--- config.mk ---
export PLATFORM = sky130hd
export DESIGN_NAME = windowed_success_rate_tracker_unit
export DESIGN_NICKNAME = d
export VERILOG_FILES = /design/src/rtl/wsrt_pkg.sv /design/src/rtl/windowed_success_rate_tracker_unit.sv /design/src/rtl/wsrt_div.sv
export SDC_FILE = /design/constraint.sdc
export NUM_CORES = 2
export LEC_CHECK = 0
export ABC_AREA = 0
export BUFFER_PORTS_ARGS = -buffer_cell sky130_fd_sc_hd__buf_2
export CAP_MARGIN = 5
export CORE_MARGIN = 2
export CORE_UTILIZATION = 55
export CTS_BUF_LIST = sky130_fd_sc_hd__clkbuf_4
export DETAILED_ROUTE_END_ITERATION = 10
export MAX_ROUTING_LAYER = met4
export PLACE_DENSITY = 0.71
export SLEW_MARGIN = 10
export SYNTH_ARGS = -nofsm -noshare
export SYNTH_HDL_FRONTEND = slang
export SYNTH_SLANG_ARGS = --single-unit
export TNS_END_PERCENT = 50
--- constraint.sdc ---
create_clock -name clk -period 17.6 [get_ports clk]
set_input_delay 3.52 -clock clk [delete_from_list [all_inputs] [get_ports clk]]
set_output_delay 3.52 -clock clk [all_outputs]
set_load 0.005 [all_outputs]
--- src/rtl/wsrt_pkg.sv ---
`timescale 1ns / 1ps

package wsrt_pkg;

  // Operation carried with each input item
  typedef enum logic [1:0] {
    FUNC_SUCCESS = 2'd0,
    FUNC_FAILURE = 2'd1,
    FUNC_QUERY   = 2'd2,
    FUNC_CLEAR   = 2'd3
  } func_t;

  // Configuration register indexes
  typedef enum logic [1:0] {
    CFG_SHORT_LEN = 2'd0,
    CFG_LONG_LEN  = 2'd1,
    CFG_PRIOR     = 2'd2
  } cfg_idx_t;

  typedef enum logic [2:0] {
    ST_IDLE,
    ST_UPDATE,
    ST_COUNT,
    ST_MUL,
    ST_DIV_START,
    ST_DIV_WAIT,
    ST_FINISH
  } state_t;

  localparam int POS_W     = 6;   // stored window position
  localparam int SLEN_W    = 6;   // short window length
  localparam int LLEN_W    = 7;   // long window length
  localparam int PRIOR_W   = 15;  // prior weight, 1/256 units
  localparam int CNT_W     = 7;   // popcount accumulators
  localparam int SCNT_W    = 6;   // short count as delivered
  localparam int LS_W      = 12;  // ll * sl
  localparam int ACC_W     = 13;  // lc*sl + sc*ll
  localparam int DEN_W     = 27;  // numerator / denominator of the ratio
  localparam int REM_W     = 28;  // divider partial remainder
  localparam int QUOT_W    = 18;  // floor(num * 2^17 / den)
  localparam int CHANCE_W  = 17;  // Q1.16 result, 65536 = 1.0
  localparam int IN_DATA_W = 8;
  localparam int OUT_DATA_W = 32;

endpackage

--- src/rtl/windowed_success_rate_tracker_unit.sv ---
`timescale 1ns / 1ps

// Windowed success-rate tracker. Each action keeps a short and a long circular
// window of outcome bits, all ones after reset. A transfer on the input stream
// (in_tuser = operation, in_tdata = action index) records a success or failure,
// clears the action's windows, or only queries them; one result transfer
// follows with the chance (L + S + 2P) / (2(P + 1)) in unsigned Q1.16 together
// with the window counts and the long window's full and empty flags. An item
// passes from its transfer through the window update, a count of the set bits
// a byte at a time, the one shared multiplier and the restoring divider to its
// result; an index beyond the action count goes from the update straight to
// the result. The block takes no new item until the current one has finished,
// but a finished result may wait in the output register while the next item
// is taken. Configuration writes are always accepted and must only be issued
// while the block is idle.

module windowed_success_rate_tracker_unit #(
  parameter int NUM_ACTIONS = 16,
  parameter int MAX_SHORT   = 63,
  parameter int MAX_LONG    = 64
) (
  input  logic        clk,
  input  logic        rst_n,
  // input stream
  input  logic        in_tvalid,
  output logic        in_tready,
  input  logic [7:0]  in_tdata,   // [3:0] action_index, [7:4] zero
  input  logic [1:0]  in_tuser,   // [1:0] func
  // result stream
  output logic        out_tvalid,
  input  logic        out_tready,
  output logic [31:0] out_tdata,  // [16:0] chance, [23:17] long_count,
                                  // [29:24] short_count, [30] long_full,
                                  // [31] long_empty
  // configuration writes
  input  logic        cfg_valid,
  output logic        cfg_ready,
  input  logic [1:0]  cfg_index,
  input  logic [14:0] cfg_data
);
  import wsrt_pkg::*;

  // Only the first sixteen actions can ever be addressed by a 4-bit index
  localparam int NA   = (NUM_ACTIONS < 16) ? NUM_ACTIONS : 16;
  localparam int AW   = (NA > 1) ? $clog2(NA) : 1;
  localparam int WMAX = (MAX_LONG > MAX_SHORT) ? MAX_LONG : MAX_SHORT;
  localparam int NCH  = (WMAX + 7) / 8;
  localparam int CHW  = (NCH > 1) ? $clog2(NCH) : 1;
  localparam int SHW  = NCH * 8;

  function automatic logic [3:0] pop8(input logic [7:0] v);
    logic [3:0] c;
    c = '0;
    for (int k = 0; k < 8; k++) begin
      c = c + 4'(v[k]);
    end
    return c;
  endfunction

  // configuration registers
  logic [SLEN_W-1:0]  short_len_r;
  logic [LLEN_W-1:0]  long_len_r;
  logic [PRIOR_W-1:0] prior_r;

  // per-action window state
  logic [MAX_SHORT-1:0] sbits_r [NA];
  logic [MAX_LONG-1:0]  lbits_r [NA];
  logic [POS_W-1:0]     spos_r  [NA];
  logic [POS_W-1:0]     lpos_r  [NA];

  // item held while it is worked on
  state_t             state_r, state_nxt;
  func_t              func_r;
  logic [3:0]         idx_r;
  logic               oor_r;
  logic [SLEN_W-1:0]  sl_r;
  logic [LLEN_W-1:0]  ll_r;
  logic [PRIOR_W-1:0] pw_r;

  // counting and arithmetic
  logic [SHW-1:0]     ssh_r, lsh_r;
  logic [CNT_W-1:0]   sc_r, lc_r;
  logic [CHW-1:0]     chunk_r;
  logic [1:0]         mstep_r;
  logic [LS_W-1:0]    ls_r;
  logic [ACC_W-1:0]   acc_r;
  logic [DEN_W-1:0]   prodpw_r;

  // output register
  logic                  out_valid_r;
  logic [OUT_DATA_W-1:0] out_data_r;

  logic                  in_xfer;
  logic                  div_start;
  logic                  div_done;
  logic [QUOT_W-1:0]     quot;
  logic [DEN_W-1:0]      div_num, div_den;
  logic                  out_load;

  assign in_tready  = (state_r == ST_IDLE);
  assign in_xfer    = in_tvalid && in_tready;
  assign cfg_ready  = 1'b1;
  assign out_tvalid = out_valid_r;
  assign out_tdata  = out_data_r;

  // ---------------------------------------------------------------------------
  // Configuration
  // ---------------------------------------------------------------------------
  always_ff @(posedge clk) begin
    if (!rst_n) begin
      short_len_r <= SLEN_W'(5);
      long_len_r  <= LLEN_W'(25);
      prior_r     <= PRIOR_W'(64);
    end else if (cfg_valid) begin
      case (cfg_idx_t'(cfg_index))
        CFG_SHORT_LEN: short_len_r <= cfg_data[SLEN_W-1:0];
        CFG_LONG_LEN:  long_len_r  <= cfg_data[LLEN_W-1:0];
        CFG_PRIOR:     prior_r     <= cfg_data;
        default: ;  // unused index: drop the write
      endcase
    end
  end

  // ---------------------------------------------------------------------------
  // Item capture: clamp the lengths once so the rest of the item sees
  // stable effective values
  // ---------------------------------------------------------------------------
  logic [SLEN_W-1:0] sl_eff;
  logic [LLEN_W-1:0] ll_eff;

  always_comb begin
    if (short_len_r == '0) begin
      sl_eff = SLEN_W'(1);
    end else if (short_len_r > SLEN_W'(MAX_SHORT)) begin
      sl_eff = SLEN_W'(MAX_SHORT);
    end else begin
      sl_eff = short_len_r;
    end
    if (long_len_r == '0) begin
      ll_eff = LLEN_W'(1);
    end else if (long_len_r > LLEN_W'(MAX_LONG)) begin
      ll_eff = LLEN_W'(MAX_LONG);
    end else begin
      ll_eff = long_len_r;
    end
  end

  always_ff @(posedge clk) begin
    if (in_xfer) begin
      func_r <= func_t'(in_tuser);
      idx_r  <= in_tdata[3:0];
      oor_r  <= ({28'b0, in_tdata[3:0]} >= 32'(NUM_ACTIONS));
      sl_r   <= sl_eff;
      ll_r   <= ll_eff;
      pw_r   <= prior_r;
    end
  end

  // ---------------------------------------------------------------------------
  // Window update: clear both windows, or advance both positions and set or clear the new bit
  // ---------------------------------------------------------------------------
  logic [AW-1:0]        ia;
  logic [POS_W:0]       sp_inc, lp_inc;
  logic [POS_W-1:0]     sp_new, lp_new;
  logic [MAX_SHORT-1:0] s_cur, s_new, s_mask;
  logic [MAX_LONG-1:0]  l_cur, l_new, l_mask;
  logic [POS_W-1:0]     sp_wr, lp_wr;
  logic                 win_we;

  assign ia    = idx_r[AW-1:0];
  assign s_cur = sbits_r[ia];
  assign l_cur = lbits_r[ia];

  always_comb begin
    sp_inc = {1'b0, spos_r[ia]} + 1'b1;
    lp_inc = {1'b0, lpos_r[ia]} + 1'b1;
    sp_new = (sp_inc >= (POS_W + 1)'(sl_r)) ? '0 : sp_inc[POS_W-1:0];
    lp_new = (lp_inc >= (POS_W + 1)'(ll_r)) ? '0 : lp_inc[POS_W-1:0];

    s_new  = s_cur;
    l_new  = l_cur;
    sp_wr  = spos_r[ia];
    lp_wr  = lpos_r[ia];
    win_we = 1'b0;
    case (func_r)
      FUNC_SUCCESS, FUNC_FAILURE: begin
        for (int j = 0; j < MAX_SHORT; j++) begin
          if (POS_W'(j) == sp_new) s_new[j] = (func_r == FUNC_SUCCESS);
        end
        for (int j = 0; j < MAX_LONG; j++) begin
          if (POS_W'(j) == lp_new) l_new[j] = (func_r == FUNC_SUCCESS);
        end
        sp_wr  = sp_new;
        lp_wr  = lp_new;
        win_we = 1'b1;
      end
      FUNC_CLEAR: begin
        s_new  = '0;
        l_new  = '0;
        sp_wr  = '0;
        lp_wr  = '0;
        win_we = 1'b1;
      end
      default: ;  // query: state holds
    endcase

    // count only the bits below the effective lengths
    for (int j = 0; j < MAX_SHORT; j++) begin
      s_mask[j] = (j < 32'(sl_r));
    end
    for (int j = 0; j < MAX_LONG; j++) begin
      l_mask[j] = (j < 32'(ll_r));
    end
  end

  always_ff @(posedge clk) begin
    if (!rst_n) begin
      for (int i = 0; i < NA; i++) begin
        sbits_r[i] <= '1;
        lbits_r[i] <= '1;
        spos_r[i]  <= '0;
        lpos_r[i]  <= '0;
      end
    end else if (state_r == ST_UPDATE && !oor_r && win_we) begin
      sbits_r[ia] <= s_new;
      lbits_r[ia] <= l_new;
      spos_r[ia]  <= sp_wr;
      lpos_r[ia]  <= lp_wr;
    end
  end

  // ---------------------------------------------------------------------------
  // Shared multiplier: ll*sl, lc*sl, sc*ll, then P * ll*sl
  // ---------------------------------------------------------------------------
  logic [PRIOR_W-1:0] mul_a;
  logic [LS_W-1:0]    mul_b;
  logic [DEN_W-1:0]   mul_p;

  always_comb begin
    case (mstep_r)
      2'd0: begin
        mul_a = PRIOR_W'(ll_r);
        mul_b = LS_W'(sl_r);
      end
      2'd1: begin
        mul_a = PRIOR_W'(lc_r);
        mul_b = LS_W'(sl_r);
      end
      2'd2: begin
        mul_a = PRIOR_W'(sc_r);
        mul_b = LS_W'(ll_r);
      end
      default: begin
        mul_a = pw_r;
        mul_b = ls_r;
      end
    endcase
    mul_p = DEN_W'(mul_a) * DEN_W'(mul_b);
  end

  // Halved form of the ratio: num = 128(lc*sl + sc*ll) + P*ll*sl,
  // den = (P + 256)*ll*sl, so num never exceeds den
  assign div_num = prodpw_r + (DEN_W'(acc_r) << 7);
  assign div_den = prodpw_r + (DEN_W'(ls_r) << 8);

  // ---------------------------------------------------------------------------
  // Datapath registers stepped by the sequencer
  // ---------------------------------------------------------------------------
  always_ff @(posedge clk) begin
    case (state_r)
      ST_UPDATE: begin
        ssh_r   <= SHW'(s_new & s_mask);
        lsh_r   <= SHW'(l_new & l_mask);
        sc_r    <= '0;
        lc_r    <= '0;
        chunk_r <= '0;
        mstep_r <= '0;
      end
      ST_COUNT: begin
        sc_r    <= sc_r + CNT_W'(pop8(ssh_r[7:0]));
        lc_r    <= lc_r + CNT_W'(pop8(lsh_r[7:0]));
        ssh_r   <= ssh_r >> 8;
        lsh_r   <= lsh_r >> 8;
        chunk_r <= chunk_r + 1'b1;
      end
      ST_MUL: begin
        mstep_r <= mstep_r + 1'b1;
        case (mstep_r)
          2'd0:    ls_r     <= mul_p[LS_W-1:0];
          2'd1:    acc_r    <= mul_p[ACC_W-1:0];
          2'd2:    acc_r    <= acc_r + mul_p[ACC_W-1:0];
          default: prodpw_r <= mul_p;
        endcase
      end
      default: ;
    endcase
  end

  wsrt_div u_div (
    .clk   (clk),
    .rst_n (rst_n),
    .start (div_start),
    .num   (div_num),
    .den   (div_den),
    .done  (div_done),
    .quot  (quot)
  );

  // ---------------------------------------------------------------------------
  // Sequencer
  // ---------------------------------------------------------------------------
  always_ff @(posedge clk) begin
    if (!rst_n) begin
      state_r <= ST_IDLE;
    end else begin
      state_r <= state_nxt;
    end
  end

  always_comb begin
    state_nxt = state_r;
    div_start = 1'b0;
    out_load  = 1'b0;
    case (state_r)
      ST_IDLE: begin
        if (in_xfer) state_nxt = ST_UPDATE;
      end
      ST_UPDATE: begin
        state_nxt = oor_r ? ST_FINISH : ST_COUNT;
      end
      ST_COUNT: begin
        if (chunk_r == CHW'(NCH - 1)) state_nxt = ST_MUL;
      end
      ST_MUL: begin
        if (mstep_r == 2'd3) state_nxt = ST_DIV_START;
      end
      ST_DIV_START: begin
        div_start = 1'b1;
        state_nxt = ST_DIV_WAIT;
      end
      ST_DIV_WAIT: begin
        if (div_done) state_nxt = ST_FINISH;
      end
      ST_FINISH: begin
        // hold until the output register is free
        if (!out_valid_r || out_tready) begin
          out_load  = 1'b1;
          state_nxt = ST_IDLE;
        end
      end
      default: state_nxt = ST_IDLE;
    endcase
  end

  // ---------------------------------------------------------------------------
  // Result: round the 17-fraction-bit quotient to 16 bits, halves up
  // ---------------------------------------------------------------------------
  logic [QUOT_W-1:0]   quot_rnd;
  logic [CHANCE_W-1:0] chance;
  logic                full, empty;

  assign quot_rnd = quot + 1'b1;
  assign chance   = quot_rnd[QUOT_W-1:1];
  assign full     = (lc_r == CNT_W'(ll_r));
  assign empty    = (lc_r == '0);

  always_ff @(posedge clk) begin
    if (!rst_n) begin
      out_valid_r <= 1'b0;
    end else if (out_load) begin
      out_valid_r <= 1'b1;
    end else if (out_tready) begin
      out_valid_r <= 1'b0;
    end
  end

  always_ff @(posedge clk) begin
    if (out_load) begin
      if (oor_r) begin
        out_data_r <= '0;
      end else begin
        out_data_r <= {empty, full, sc_r[SCNT_W-1:0], lc_r, chance};
      end
    end
  end

endmodule

--- src/rtl/wsrt_div.sv ---
`timescale 1ns / 1ps

module wsrt_div (
  input  logic                       clk,
  input  logic                       rst_n,
  input  logic                       start,
  input  logic [wsrt_pkg::DEN_W-1:0]  num,
  input  logic [wsrt_pkg::DEN_W-1:0]  den,
  output logic                       done,
  output logic [wsrt_pkg::QUOT_W-1:0] quot
);
  import wsrt_pkg::*;

  localparam int STEP_W = $clog2(QUOT_W);

  logic              busy_r;
  logic              first_r;
  logic [STEP_W-1:0] step_r;
  logic [REM_W-1:0]  rem_r;
  logic [DEN_W-1:0]  den_r;
  logic [QUOT_W-1:0] quot_r;
  logic [REM_W-1:0]  trial;
  logic              ge;
  logic              last;

  // First step compares the dividend as it stands (num <= den), then shift
  assign trial = first_r ? rem_r : {rem_r[REM_W-2:0], 1'b0};
  assign ge    = (trial >= REM_W'(den_r));
  assign last  = (step_r == STEP_W'(QUOT_W - 1));
  assign done  = busy_r && last;
  assign quot  = quot_r;

  always_ff @(posedge clk) begin
    if (!rst_n) begin
      busy_r  <= 1'b0;
      first_r <= 1'b0;
      step_r  <= '0;
    end else if (start) begin
      busy_r  <= 1'b1;
      first_r <= 1'b1;
      step_r  <= '0;
    end else if (busy_r) begin
      first_r <= 1'b0;
      step_r  <= step_r + 1'b1;
      if (last) begin
        busy_r <= 1'b0;
      end
    end
  end

  always_ff @(posedge clk) begin
    if (start) begin
      rem_r  <= REM_W'(num);
      den_r  <= den;
      quot_r <= '0;
    end else if (busy_r) begin
      rem_r  <= ge ? (trial - REM_W'(den_r)) : trial;
      quot_r <= {quot_r[QUOT_W-2:0], ge};
    end
  end

endmodule

==> impl_metrics.py <==
metrics = {
    "placed_design": {
        "place_hpwl_mm": 191,
        "gp_congestion": 0.929,
        "dpl.cell_count": 11800,
        "port_buffers": 61,
    },
    "logic_synthesis": {
        "synthMostInstantiatedCell": "edfxtp_1",
        "synthTopCellsByCount": "edfxtp_1 (2542), nand2_1 (2421), mux4_2 (633)",
        "async_reset_ff_share_pct": 0,
        "synth_seq_cells": 2604,
        "synth-main-ff-cell": "edfxtp_1",
        "synthCells": 9234,
        "netlist.area_leader.share_pct": 61.1,
        "synthTopCellsByArea": "edfxtp_1 (61%), mux4_2 (11%), nand2_1 (7.3%)",
        "ys_seq_area_share_pct": 62.1,
        "synth_edf_count": 2542,
        "syn_nets": 9576,
        "ys_types": 104,
        "postSynthAreaPerCell_um2": 13.5,
        "yosysWarnings": 0,
        "syn-cell-area_mm2": 0.125,
        "yosys.area.top_type": "edfxtp_1",
    },
    "clock_tree": {
        "cts_resized": 0,
        "clk_latency_ns": 1.51,
        "clkTransAtPathRegs_ns": 0.06,
        "htree_levels": 6,
        "cts_sinks": 2604,
        "post-cts-setup-buffers": 0,
        "cts_tree": "done",
        "hold_buffers": 0,
        "clockBufferDepth": 4,
        "cts_buffers": 673,
        "cts-root-buf": "clkbuf_4",
    },
    "floorplanning": {
        "dieArea_mm2": 0.231,
        "ios": 67,
        "start_util_pct": 55.2,
        "core-area_mm2": 0.227,
        "die_h_um": 481,
        "fp.dieW_um": 481,
        "rows": 175,
    },
    "power": {
        "comb_power_share_pct": 20.4,
        "powerDensity_mw_per_mm2": 113,
        "switching_share_pct": 30.4,
        "ir_drop_uv": 90.0,
        "seq_power_share_pct": 46.3,
        "pwr-share-clk_pct": 33.3,
        "p_int_mw": 10.7,
        "power.net_switching_mw": 4.69,
        "leakagePower_nw": 38.5,
    },
    "detailed_routing": {
        "first_iter_violations": 10300,
        "viasPerCell": 6.34,
        "drc": 0,
        "wire_per_inst_um": 27.9,
        "vias": 81900,
        "routed_wl_mm": 361,
        "ant_nets": 0,
        "firstDrtPassIters": 9,
    },
    "critical_path": {
        "crit_type": "reg2reg",
        "r2r_slack_ns": 8.32,
        "max_stage_delay_ns": 0.94,
        "crit_slowest_cell": "dfxtp_4",
        "path_cells": "buf_4 > buf_4 > mux4_2 > mux4_2 > ha_1 > xnor2_2 > inv_1 > ha_1 > a2111oi_0 > o21a_1 > nand3_1 > nor2_1 > nand2_1 > nor2_1 > nor3_1 > a211oi_2 > nand2_1",
        "r2r_end": "sbits_r[13][2]",
        "reg2regPathDepth": 17,
        "path_depth": 17,
        "path_buf_inv": 3,
        "crit_arrival_ns": 10.33,
        "required_ns": 18.65,
        "startpoint_type": "flop",
        "setup.worst_path.end_class": "flop",
        "crit_family": "buffers and inverters",
        "crit_path_max_fanout": 60,
    },
    "flow_run": {
        "cap_violations": 0,
    },
    "grt": {
        "track_usage_pct": 32.1,
        "antenna_found_initial": 5,
        "grt_start_max_net_pins": 126,
        "grt_pass1_vias": 83100,
        "gr-total-overflow": 0,
        "grt_pass1_wl_mm": 530,
    },
    "sta": {
        "grt_setup_unrepaired": "no",
        "final_hold_viol_count": 0,
        "period_minus_slack_ns": 9.28,
        "skew_ns": 0.166,
        "drv_slew": 0,
        "fin_setup_tns_ns": 0,
        "hold_ws_ns": 0.427,
        "tightest_slew_ns": 1.38,
        "setup_viol": 0,
        "min_period_over_period_pct": 52.7,
        "relSlewSlack_pct": 7.92,
        "max_clock_freq_mhz": 108,
    },
    "finish": {
        "fin_nets": 9805,
        "final_core_util_pct": 60.2,
        "syn2layout_area_growth_pct": 9.20,
        "drive_above_1_share_pct": 22.8,
        "fin_cells": 12900,
        "fillers": 17200,
    },
    "outcome": {
        "status": "finished, final reports clean",
    },
    "worst_hold_path": {
        "min_delay_path_depth": 0,
        "min_path_type": "reg2reg",
        "hp-start": "prior_r[3]",
        "hold_end": "pw_r[3]",
    },
}
## final cells by class
type | count | area, um^2 | area share (%)
sequential | 2604 | 77600 | 56.8
timing repair buffer | 284 | 2280 | 1.67
clock buffer | 965 | 7240 | 5.31
antenna | 13 | 32.5 | 0.0238
tap | 3009 | 3760 | 2.76
clock inverter | 148 | 918 | 0.673
inverter | 262 | 988 | 0.724
multi-input combinational | 5638 | 43700 | 32.0
## worst max-delay path by stage
stage / from / end / slack, ns
after detailed placement: flop / ssh_r[6] / 8.65
after CTS: flop / sbits_r[13][2] / 8.62
after floorplan: rst_n / lbits_r[3][0] / 9.19
final: flop / sbits_r[13][2] / 8.32
after global placement: flop / sbits_r[10][62] / 8.70
after global routing: flop / sbits_r[5][2] / 8.06
## per-stage QoR
step                cell area (um^2)  power, mW  worst slack [ns]
finish                        136000       15.4              8.32
global route                  136000       16.0              8.06
global placement              128000       10.3              8.70
floorplan                     125000       9.40              9.19
CTS                           136000       15.4              8.62
detailed placement            128000       10.4              8.65
## sequential cells by signal, summed over array words and instances (netlist names), 12 cells and up, named ones only
register / count
lbits_r: 1024
sbits_r: 1008
lpos_r: 96
spos_r: 96
lsh_r: 64
ssh_r: 63
out_tdata: 32
u_div.rem_r: 28
prodpw_r: 27
u_div.den_r: 27
u_div.quot: 18
prior_r: 15
pw_r: 15
acc_r: 13
ls_r: 12
## placed cells by master (no fill, tap or decap), types with 111 or more instances in the layout
cell	n
mux4_2	633
nand2_1	2404
buf_4	199
ha_1	165
edfxtp_1	2542
clkinv_1	111
o21ai_0	256
mux2i_1	156
fa_1	144
clkbuf_4	965
a21oi_1	169
nor2_1	508
inv_1	256
## worst register-to-register path, cell delays in order, from the launching register on
cell,delay (ns)
dfxtp_4,0.94
buf_4,0.84
buf_4,0.98
mux4_2,0.67
mux4_2,0.66
ha_1,0.33
xnor2_2,0.39
inv_1,0.20
ha_1,0.24
a2111oi_0,0.57
o21a_1,0.40
nand3_1,0.15
nor2_1,0.34
nand2_1,0.38
nor2_1,0.72
nor3_1,0.14
a211oi_2,0.80
nand2_1,0.13
## metal layers
layer  wire, um  global-route usage, %  vias up
met5          0                      -        -
met4      17300                   14.7        0
met3      41400                   6.09     1121
met2     176000                   51.6     5441
met1     126000                   39.8    40900
li1           -                      -    34500
## power by group through the flow
stage               registers (mW)  clock network, mW  logic (mW)
floorplan                     7.24                  0        2.15
global placement              7.27                  0        3.03
detailed placement            7.27                  0        3.08
CTS                           7.14               5.19        3.10
global route                  7.15               5.50        3.37
finish                        7.14               5.14        3.14
## kinds of logic after synthesis
logic type / count (synthesis) / synth area share [%]
AND/OR/NAND/NOR: 3511 / 11.6
flip-flops: 2604 / 62.1
buffers and inverters: 992 / 3.27
multiplexers: 896 / 13.6
AO/OA/AOI/OAI: 789 / 4.53
adder cells (fa/ha/maj): 310 / 3.97
XOR/XNOR: 131 / 0.930
other: 1 / 0.00300
(Power assumes the default switching activity.)
